**src/dad_pkg.sv**
```systemverilog
`default_nettype none

package dad_pkg;

    // Width of the day count on the input port.
    localparam int COUNT_WIDTH = 16;

    // Field widths fixed by the port list.
    localparam int DAY_W      = 5;
    localparam int MONTH_W    = 4;
    localparam int YEAR_OUT_W = 14;

    // Calendar constants.
    localparam int YEAR_CYCLE       = 400;
    localparam int CENTURY          = 100;
    localparam int LEAP_YEAR_DAYS   = 366;
    localparam int COMMON_YEAR_DAYS = 365;
    localparam int LEAP_FEB_DAYS    = 29;
    localparam int YEAR_LIMIT       = 9999;
    localparam int MONTHS           = 12;
    localparam int FEBRUARY         = 2;

    // Running day total must hold a full leap year plus the largest count.
    localparam int TOTAL_W = ((COUNT_WIDTH > 9) ? COUNT_WIDTH : 9) + 1;

    // Internal year must hold the largest reachable year exactly.
    localparam int YEAR_END_MAX = YEAR_LIMIT + ((1 << COUNT_WIDTH) / COMMON_YEAR_DAYS) + 1;
    localparam int YEAR_CLOG    = $clog2(YEAR_END_MAX + 1);
    localparam int YEAR_W       = (YEAR_CLOG > YEAR_OUT_W) ? YEAR_CLOG : YEAR_OUT_W;

    // Position of the year inside the 400-year Gregorian cycle.
    localparam int CYCLE_W = $clog2(YEAR_CYCLE);

    typedef logic [DAY_W-1:0] t_month_len [MONTHS];

    localparam t_month_len MONTH_DAYS = '{
        5'd31, 5'd28, 5'd31, 5'd30, 5'd31, 5'd30,
        5'd31, 5'd31, 5'd30, 5'd31, 5'd30, 5'd31
    };

    typedef enum logic [2:0] {
        ST_IDLE,
        ST_MOD,
        ST_CHECK,
        ST_DOY,
        ST_YEAR,
        ST_MON
    } t_state;

    // Leap rule evaluated on the year's place in the 400-year cycle.
    function automatic logic is_leap(input logic [CYCLE_W-1:0] pos);
        logic century;
        century = (pos == CYCLE_W'(CENTURY)) || (pos == CYCLE_W'(2 * CENTURY)) ||
                  (pos == CYCLE_W'(3 * CENTURY));
        return (pos[1:0] == 2'b00) && !century;
    endfunction

    // Length of a month; months outside 1..12 give zero.
    function automatic logic [DAY_W-1:0] days_in_month(input logic [MONTH_W-1:0] month,
                                                     input logic              leap);
        logic [MONTH_W-1:0] idx;
        logic [DAY_W-1:0]   len;
        idx = month - MONTH_W'(1);
        len = '0;
        if (month == MONTH_W'(FEBRUARY) && leap) begin
            len = DAY_W'(LEAP_FEB_DAYS);
        end else if (month >= MONTH_W'(1) && month <= MONTH_W'(MONTHS)) begin
            len = MONTH_DAYS[idx];
        end
        return len;
    endfunction

endpackage

`default_nettype wire

```
**src/date_add_days.sv**
```systemverilog
// Steps: the year is reduced modulo 400, the date is checked, the months before the start
//   month and the day count are added to build the day total, whole years are stepped off
//   and the months are split off; a bad date ends after the check.
// Throughput: one item at a time; busy drops as the result strobe rises, so a new start
//   beat can be taken on the next edge. The receiver cannot stall the result beat.
// Reset: synchronous, active low; clears the sequencer and the result strobe.
`default_nettype none

module date_add_days
    import dad_pkg::*;
(
    input  wire logic                   i_clk,
    input  wire logic                   i_rst_n,
    input  wire logic                   start,
    output logic                        busy,
    input  wire logic [DAY_W-1:0]       i_start_day,
    input  wire logic [MONTH_W-1:0]     i_start_month,
    input  wire logic [YEAR_OUT_W-1:0]  i_start_year,
    input  wire logic [COUNT_WIDTH-1:0] i_days_to_add,
    output logic                        o_valid,
    output logic [DAY_W-1:0]            o_end_day,
    output logic [MONTH_W-1:0]          o_end_month,
    output logic [YEAR_OUT_W-1:0]       o_end_year,
    output logic                        o_bad_date
);

    t_state                   r_state, n_state;
    logic                     r_valid, n_valid;
    logic [DAY_W-1:0]         r_day;
    logic [MONTH_W-1:0]       r_month;
    logic [COUNT_WIDTH-1:0]   r_count;
    logic [YEAR_W-1:0]        r_year, n_year;
    logic [YEAR_OUT_W-1:0]    r_ymod, n_ymod;
    logic [TOTAL_W-1:0]       r_total, n_total;
    logic [MONTH_W-1:0]       r_mcnt, n_mcnt;
    logic [DAY_W-1:0]         r_out_day, n_out_day;
    logic [MONTH_W-1:0]       r_out_month, n_out_month;
    logic [YEAR_OUT_W-1:0]    r_out_year, n_out_year;
    logic                     r_out_bad, n_out_bad;

    logic                     accept;
    logic                     leap;
    logic                     mod_done;
    logic                     doy_more;
    logic                     date_ok;
    logic [DAY_W-1:0]         cur_dim;
    logic [TOTAL_W-1:0]       op_b;
    logic                     op_sub;
    logic [TOTAL_W-1:0]       unit_res;
    logic                     unit_gt;
    logic                     mon_step;

    assign accept = start && !busy;
    assign busy   = (r_state != ST_IDLE);

    // Leap flag of the year being worked on.
    assign leap     = is_leap(r_ymod[CYCLE_W-1:0]);
    assign mod_done = (r_ymod < YEAR_OUT_W'(YEAR_CYCLE));
    assign cur_dim  = days_in_month(r_mcnt, leap);
    assign doy_more = (r_mcnt < r_month);

    // The start date is valid when month, year and day all lie in range.
    assign date_ok = (r_month >= MONTH_W'(1)) && (r_month <= MONTH_W'(MONTHS)) &&
                     (r_year >= YEAR_W'(1)) && (r_year <= YEAR_W'(YEAR_LIMIT)) &&
                     (r_day >= DAY_W'(1)) && (r_day <= days_in_month(r_month, leap));

    // Operand selection for the shared unit.
    always_comb begin
        op_b   = '0;
        op_sub = 1'b0;
        unique case (r_state)
            ST_DOY: begin
                op_b = doy_more ? TOTAL_W'(cur_dim) : TOTAL_W'(r_count);
            end
            ST_YEAR: begin
                op_b   = leap ? TOTAL_W'(LEAP_YEAR_DAYS) : TOTAL_W'(COMMON_YEAR_DAYS);
                op_sub = 1'b1;
            end
            ST_MON: begin
                op_b   = TOTAL_W'(cur_dim);
                op_sub = 1'b1;
            end
            default: begin
                op_b   = '0;
                op_sub = 1'b0;
            end
        endcase
    end

    // Shared add/subtract and compare unit on the day total.
    assign unit_res = op_sub ? (r_total - op_b) : (r_total + op_b);
    assign unit_gt  = (r_total > op_b);
    assign mon_step = (r_mcnt < MONTH_W'(MONTHS)) && unit_gt;

    // Next-state logic of the sequencer.
    always_comb begin
        n_state = r_state;
        unique case (r_state)
            ST_IDLE: begin
                if (accept) n_state = ST_MOD;
            end
            ST_MOD: begin
                if (mod_done) n_state = ST_CHECK;
            end
            ST_CHECK: begin
                n_state = date_ok ? ST_DOY : ST_IDLE;
            end
            ST_DOY: begin
                if (!doy_more) n_state = ST_YEAR;
            end
            ST_YEAR: begin
                if (!unit_gt) n_state = ST_MON;
            end
            ST_MON: begin
                if (!mon_step) n_state = ST_IDLE;
            end
            default: begin
                n_state = ST_IDLE;
            end
        endcase
    end

    // Datapath and result updates for each state.
    always_comb begin
        n_valid     = 1'b0;
        n_year      = r_year;
        n_ymod      = r_ymod;
        n_total     = r_total;
        n_mcnt      = r_mcnt;
        n_out_day   = r_out_day;
        n_out_month = r_out_month;
        n_out_year  = r_out_year;
        n_out_bad   = r_out_bad;
        unique case (r_state)
            ST_IDLE: begin
                if (accept) begin
                    n_year = YEAR_W'(i_start_year);
                    n_ymod = i_start_year;
                end
            end
            ST_MOD: begin
                if (!mod_done) n_ymod = r_ymod - YEAR_OUT_W'(YEAR_CYCLE);
            end
            ST_CHECK: begin
                n_total = TOTAL_W'(r_day);
                n_mcnt  = MONTH_W'(1);
                if (!date_ok) begin
                    n_valid     = 1'b1;
                    n_out_day   = '0;
                    n_out_month = '0;
                    n_out_year  = '0;
                    n_out_bad   = 1'b1;
                end
            end
            ST_DOY: begin
                n_total = unit_res;
                if (doy_more) n_mcnt = r_mcnt + MONTH_W'(1);
            end
            ST_YEAR: begin
                if (unit_gt) begin
                    n_total = unit_res;
                    n_year  = r_year + YEAR_W'(1);
                    n_ymod  = (r_ymod == YEAR_OUT_W'(YEAR_CYCLE - 1)) ? '0
                                                                      : r_ymod + YEAR_OUT_W'(1);
                end else begin
                    n_mcnt = MONTH_W'(1);
                end
            end
            ST_MON: begin
                if (mon_step) begin
                    n_total = unit_res;
                    n_mcnt  = r_mcnt + MONTH_W'(1);
                end else begin
                    n_valid     = 1'b1;
                    n_out_day   = r_total[DAY_W-1:0];
                    n_out_month = r_mcnt;
                    n_out_year  = r_year[YEAR_OUT_W-1:0];
                    n_out_bad   = 1'b0;
                end
            end
            default: begin
                n_valid = 1'b0;
            end
        endcase
    end

    // Control registers.
    always_ff @(posedge i_clk) begin
        if (!i_rst_n) begin
            r_state <= ST_IDLE;
            r_valid <= 1'b0;
        end else begin
            r_state <= n_state;
            r_valid <= n_valid;
        end
    end

    // Payload registers.
    always_ff @(posedge i_clk) begin
        if (accept) begin
            r_day   <= i_start_day;
            r_month <= i_start_month;
            r_count <= i_days_to_add;
        end
        r_year      <= n_year;
        r_ymod      <= n_ymod;
        r_total     <= n_total;
        r_mcnt      <= n_mcnt;
        r_out_day   <= n_out_day;
        r_out_month <= n_out_month;
        r_out_year  <= n_out_year;
        r_out_bad   <= n_out_bad;
    end

    assign o_valid     = r_valid;
    assign o_end_day   = r_out_day;
    assign o_end_month = r_out_month;
    assign o_end_year  = r_out_year;
    assign o_bad_date  = r_out_bad;

    // A bad date beat carries an all-zero date.
    a_bad_zero: assert property (@(posedge i_clk) disable iff (!i_rst_n)
        o_valid && o_bad_date |-> (o_end_day == '0) && (o_end_month == '0) &&
                                  (o_end_year == '0))
        else $error("bad date beat carries a nonzero date");

    // A good result names a real month and a nonzero day.
    a_good_range: assert property (@(posedge i_clk) disable iff (!i_rst_n)
        o_valid && !o_bad_date |-> (o_end_month >= MONTH_W'(1)) &&
                                   (o_end_month <= MONTH_W'(MONTHS)) &&
                                   (o_end_day != '0))
        else $error("result date out of range");

    // An accepted start makes the block busy on the next cycle.
    a_start_busy: assert property (@(posedge i_clk) disable iff (!i_rst_n)
        start && !busy |=> busy)
        else $error("accepted start did not raise busy");

    // Results never come back to back.
    a_single_beat: assert property (@(posedge i_clk) disable iff (!i_rst_n)
        o_valid |=> !o_valid)
        else $error("result strobe held for more than one cycle");

endmodule

`default_nettype wire
```
**config.mk**
```make
export PLATFORM = sky130hd
export DESIGN_NAME = date_add_days
export DESIGN_NICKNAME = d
export VERILOG_FILES = /design/src/dad_pkg.sv /design/src/date_add_days.sv
export SDC_FILE = /design/constraint.sdc
export NUM_CORES = 1
export LEC_CHECK = 0
export BUFFER_PORTS_ARGS = -buffer_cell sky130_fd_sc_hd__buf_2
export CAP_MARGIN = 20
export CORE_MARGIN = 1.5
export CORE_UTILIZATION = 58
export DETAILED_ROUTE_END_ITERATION = 6
export PLACE_DENSITY = 0.78
export SETUP_SLACK_MARGIN = 0.2
export SYNTH_ARGS = -nofsm -noshare
export SYNTH_HDL_FRONTEND = slang
export SYNTH_SLANG_ARGS = --single-unit
export TNS_END_PERCENT = 30
```
**constraint.sdc**
```tcl
create_clock -name i_clk -period 7.3 [get_ports i_clk]
set_clock_uncertainty 0.15 [all_clocks]
set_input_delay 1.46 -clock i_clk [delete_from_list [all_inputs] [get_ports i_clk]]
set_output_delay 1.46 -clock i_clk [all_outputs]
set_load 0.05 [all_outputs]
```
==> out/metrics.yaml <==
clocking:
  post-cts-setup-buffers: 0
  clk_pin_slew_ns: 0.07
  cts_tree: "built"
  root_buffer: "clkbuf_16"
  cts_hold_buf: 0
  htree_levels: 3
  clk-insertion-delay-late_ns: 0.37
  cts_resized: 0
  cts_buffers: 9
  cts.sink_count: 102
  cts_buffer_depth: 2
routing:
  antenna_left: 0
  wirelength_um: 16500
  drt-initial-drc-count: 567
  vias: 5983
  drc: 0
  avgRoutedWirePerCell_um: 17.2
  vias_per_cell: 6.26
  first_pass_iters: 5
synthesis:
  synth_flop_cell: "edfxtp_1"
  synthCells: 761
  syn_nets: 859
  ys_warn_count: 0
  synth_area_leaders: "edfxtp_1 (42%), ha_1 (9.6%), a21oi_1 (4.4%), nor2_1 (4.0%), nand2_1 (3.8%)"
  synth.avg_cell_area_um2: 9.24
  synthArstFlopShare_pct: 0
  synth_edf_count: 98
  yosys.cell_types.count: 64
  synth_area_um2: 7030
  seq_area_frac_synth_pct: 43.0
  synth_top_area_cell: "edfxtp_1"
  synth-seq-cells: 102
  netlist.area_leader.share_pct: 41.8
timing:
  slew_viol_final: 0
  finalCritPeriodShare_pct: 73.6
  setup_viol: 0
  worstMarginPinSlew_ns: 0.948
  rsz0062_at_grt: "no"
  relSlewSlack_pct: 36.8
  tns_ns: 0
  final.min_clock_period_ns: 5.38
  hold_viol_final: 0
  fmax_mhz: 186
setup_path:
  cp_num_cells: 14
  crit_buf_inv: 0
  cpLargestDelayFamily: "compound AO/OA/AOI/OAI gates"
  crit_slowest_cell: "nand2_1"
  critPathMaxStageDelay_ns: 0.63
  end_kind: "flip-flop"
  worstSetupPathType: "reg2reg"
  worstPathRequired_ns: 7.13
  startpoint: "r_mcnt[3]"
  cp-start-kind: "flip-flop"
  cpMostUsedCell: "nand2_1"
  critPathCapture: "r_total[14]"
  reg2reg_depth: 14
  arrival_ns: 5.21
  rrSetupSlack_ns: 1.92
  crit-reg2reg-launch: "r_mcnt[3]"
  crit_chain: "ha_1, nand2_1, o21ai_1, and2_1, a22oi_1, o21a_1, ha_1, nor2b_1, o2111ai_1, a21oi_1, o21ai_0, a21oi_1, nand2_1, nand2_1"
  r2r_end: "r_total[14]"
  crit_fanout: 17
die:
  die-area_um2: 12800
  fp-row-count: 40
  initial_utilization_pct: 59.0
  core-area_um2: 11900
  die_w_um: 113
  io_pins: 68
  die_h_um: 113
global_route:
  grt_max_degree: 40
  antenna_found_initial: 0
  grt_pass1_vias: 5393
  grt_pass1_wl_um: 26700
  grt_util_all_layers_pct: 26.2
  grt_overflow: 0
layout:
  antenna_cells: 0
  final_util_pct: 65.0
  final_area_um2: 7740
  final_nets: 901
  drive_gt1_share_pct: 12.9
  area_growth_pct: 10.1
flow_run:
  cap_violations: 0
power_and_ir_drop:
  power_density_nw_per_um2: 237
  peakVddDrop_uv: 288
  p_leak_uw: 0.00312
place:
  place_area_um2: 7440
  routabilityCongestion: 0.917
  place_hpwl_um: 12100
  port_buffers: 67
outcome:
  status: "finished, final reports clean"
worst_hold_path:
  min_path_type: "reg2reg"
[area by class of cell]
class | count | area, µm²
clock buffers | 11 | 233
clock inverters | 5 | 67.6
inverters | 50 | 188
repair buffers | 72 | 373
well taps | 147 | 184
fillers | 978 | 4170
multi-input cells | 568 | 3680
flip-flops and latches | 102 | 3020
[state kept, by name, summed over array words and instances, names as in the netlist]
| signal | flops |
|---|---|
| r_year | 14 |
| o_valid | 1 |
| r_ymod | 14 |
| o_end_year | 14 |
| r_day | 5 |
| r_total | 17 |
| o_bad_date | 1 |
| r_mcnt | 4 |
| o_end_day | 5 |
| r_month | 4 |
| o_end_month | 4 |
| r_count | 16 |
| r_state | 3 |
[cells in the mapped netlist, types with 3 or more instances]
library cell and count:
o21a_1 7, a22oi_1 8, o31ai_1 6, xor2_1 17, o221ai_1 8, nor2b_1 11
a21oi_1 62, nor2_1 75, xnor2_1 15, nor4_1 9, clkbuf_1 35, o21ai_0 49
nor3_1 19, or3_1 3, buf_2 5, nand3_1 16, a21boi_0 3, a311oi_1 4
nand4_1 9, and3_1 22, or4_1 3, nand2b_1 13, dfxtp_1 4, o22ai_1 8
o211ai_1 6, ha_1 54, a21o_1 7, a31oi_1 11, nand2_1 71, edfxtp_1 98
and2_1 3, inv_1 49, mux2i_1 3, a211oi_1 7, o22a_1 3
[how the worst min path moves through the flow]
stage / startpoint / end / slack, ns / depth (start not counted)
final: r_year[12] / o_end_year[12] / 0.52 / 1
after floorplan: r_total[0] / o_end_day[0] / 0.42 / 2
after detailed placement: r_year[12] / o_end_year[12] / 0.50 / 1
after CTS: r_year[12] / o_end_year[12] / 0.52 / 1
after global routing: r_ymod[0] / r_ymod[0] / 0.56 / 1
after global placement: r_total[2] / o_end_day[2] / 0.50 / 1
[placed cells by master (no fill, tap or decap), drive strengths merged, types with 6 or more instances in the layout]
cell / synthesis / layout
nand3: 16 / 16
nand2: 71 / 71
clkbuf: 35 / 11
nand2b: 13 / 13
o21ai: 50 / 50
a22oi: 8 / 8
nor4: 9 / 9
ha: 54 / 54
o221ai: 8 / 8
xor2: 17 / 17
inv: 50 / 52
a21oi: 62 / 62
nor3: 19 / 19
o21a: 7 / 7
a31oi: 11 / 11
o211ai: 6 / 6
nand4: 9 / 9
nor2: 75 / 75
xnor2: 15 / 15
o31ai: 6 / 6
and3: 24 / 24
a21o: 7 / 7
o22ai: 8 / 8
edfxtp: 98 / 98
a211oi: 7 / 7
nor2b: 11 / 11
buf: 6 / 72
[cell families after synthesis]
| logic type | share of synthesized area, % |
|---|---|
| flip-flops | 43.0 |
| AO/OA/AOI/OAI | 19.2 |
| buffers and inverters | 4.95 |
| multiplexers | 0.587 |
| AND/OR/NAND/NOR | 18.1 |
| adder cells (fa/ha/maj) | 10.2 |
| XOR/XNOR | 3.99 |
[metrics by stage]
| step | cells | hold slack, ns | worst slack, ns | total power, µW |
|---|---|---|---|---|
| after floorplan | 761 | 0.419 | 2.12 | 1200 |
| after global placement | 939 | 0.496 | 2.18 | 1320 |
| after detailed placement | 939 | 0.501 | 2.00 | 1340 |
| after CTS | 955 | 0.522 | 1.96 | 1830 |
| after global routing | 955 | 0.559 | 1.37 | 1920 |
| final | 955 | 0.522 | 1.92 | 1830 |
[routing by layer]
layer | track usage, % | vias to the layer above | share of wire [%]
met5 | 0 | - | 0
met4 | 10.6 | 0 | 2.6
met3 | 5.62 | 38 | 7.2
met2 | 40.7 | 267 | 46
met1 | 35.9 | 2810 | 45
li1 | - | 2868 | -
[where the power goes]
group / switching [µW] / internal, µW
Sequential: 105 / 756
Clock: 221 / 271
Combinational: 302 / 178
Total: 628 / 1200
(Power assumes the default switching activity.)
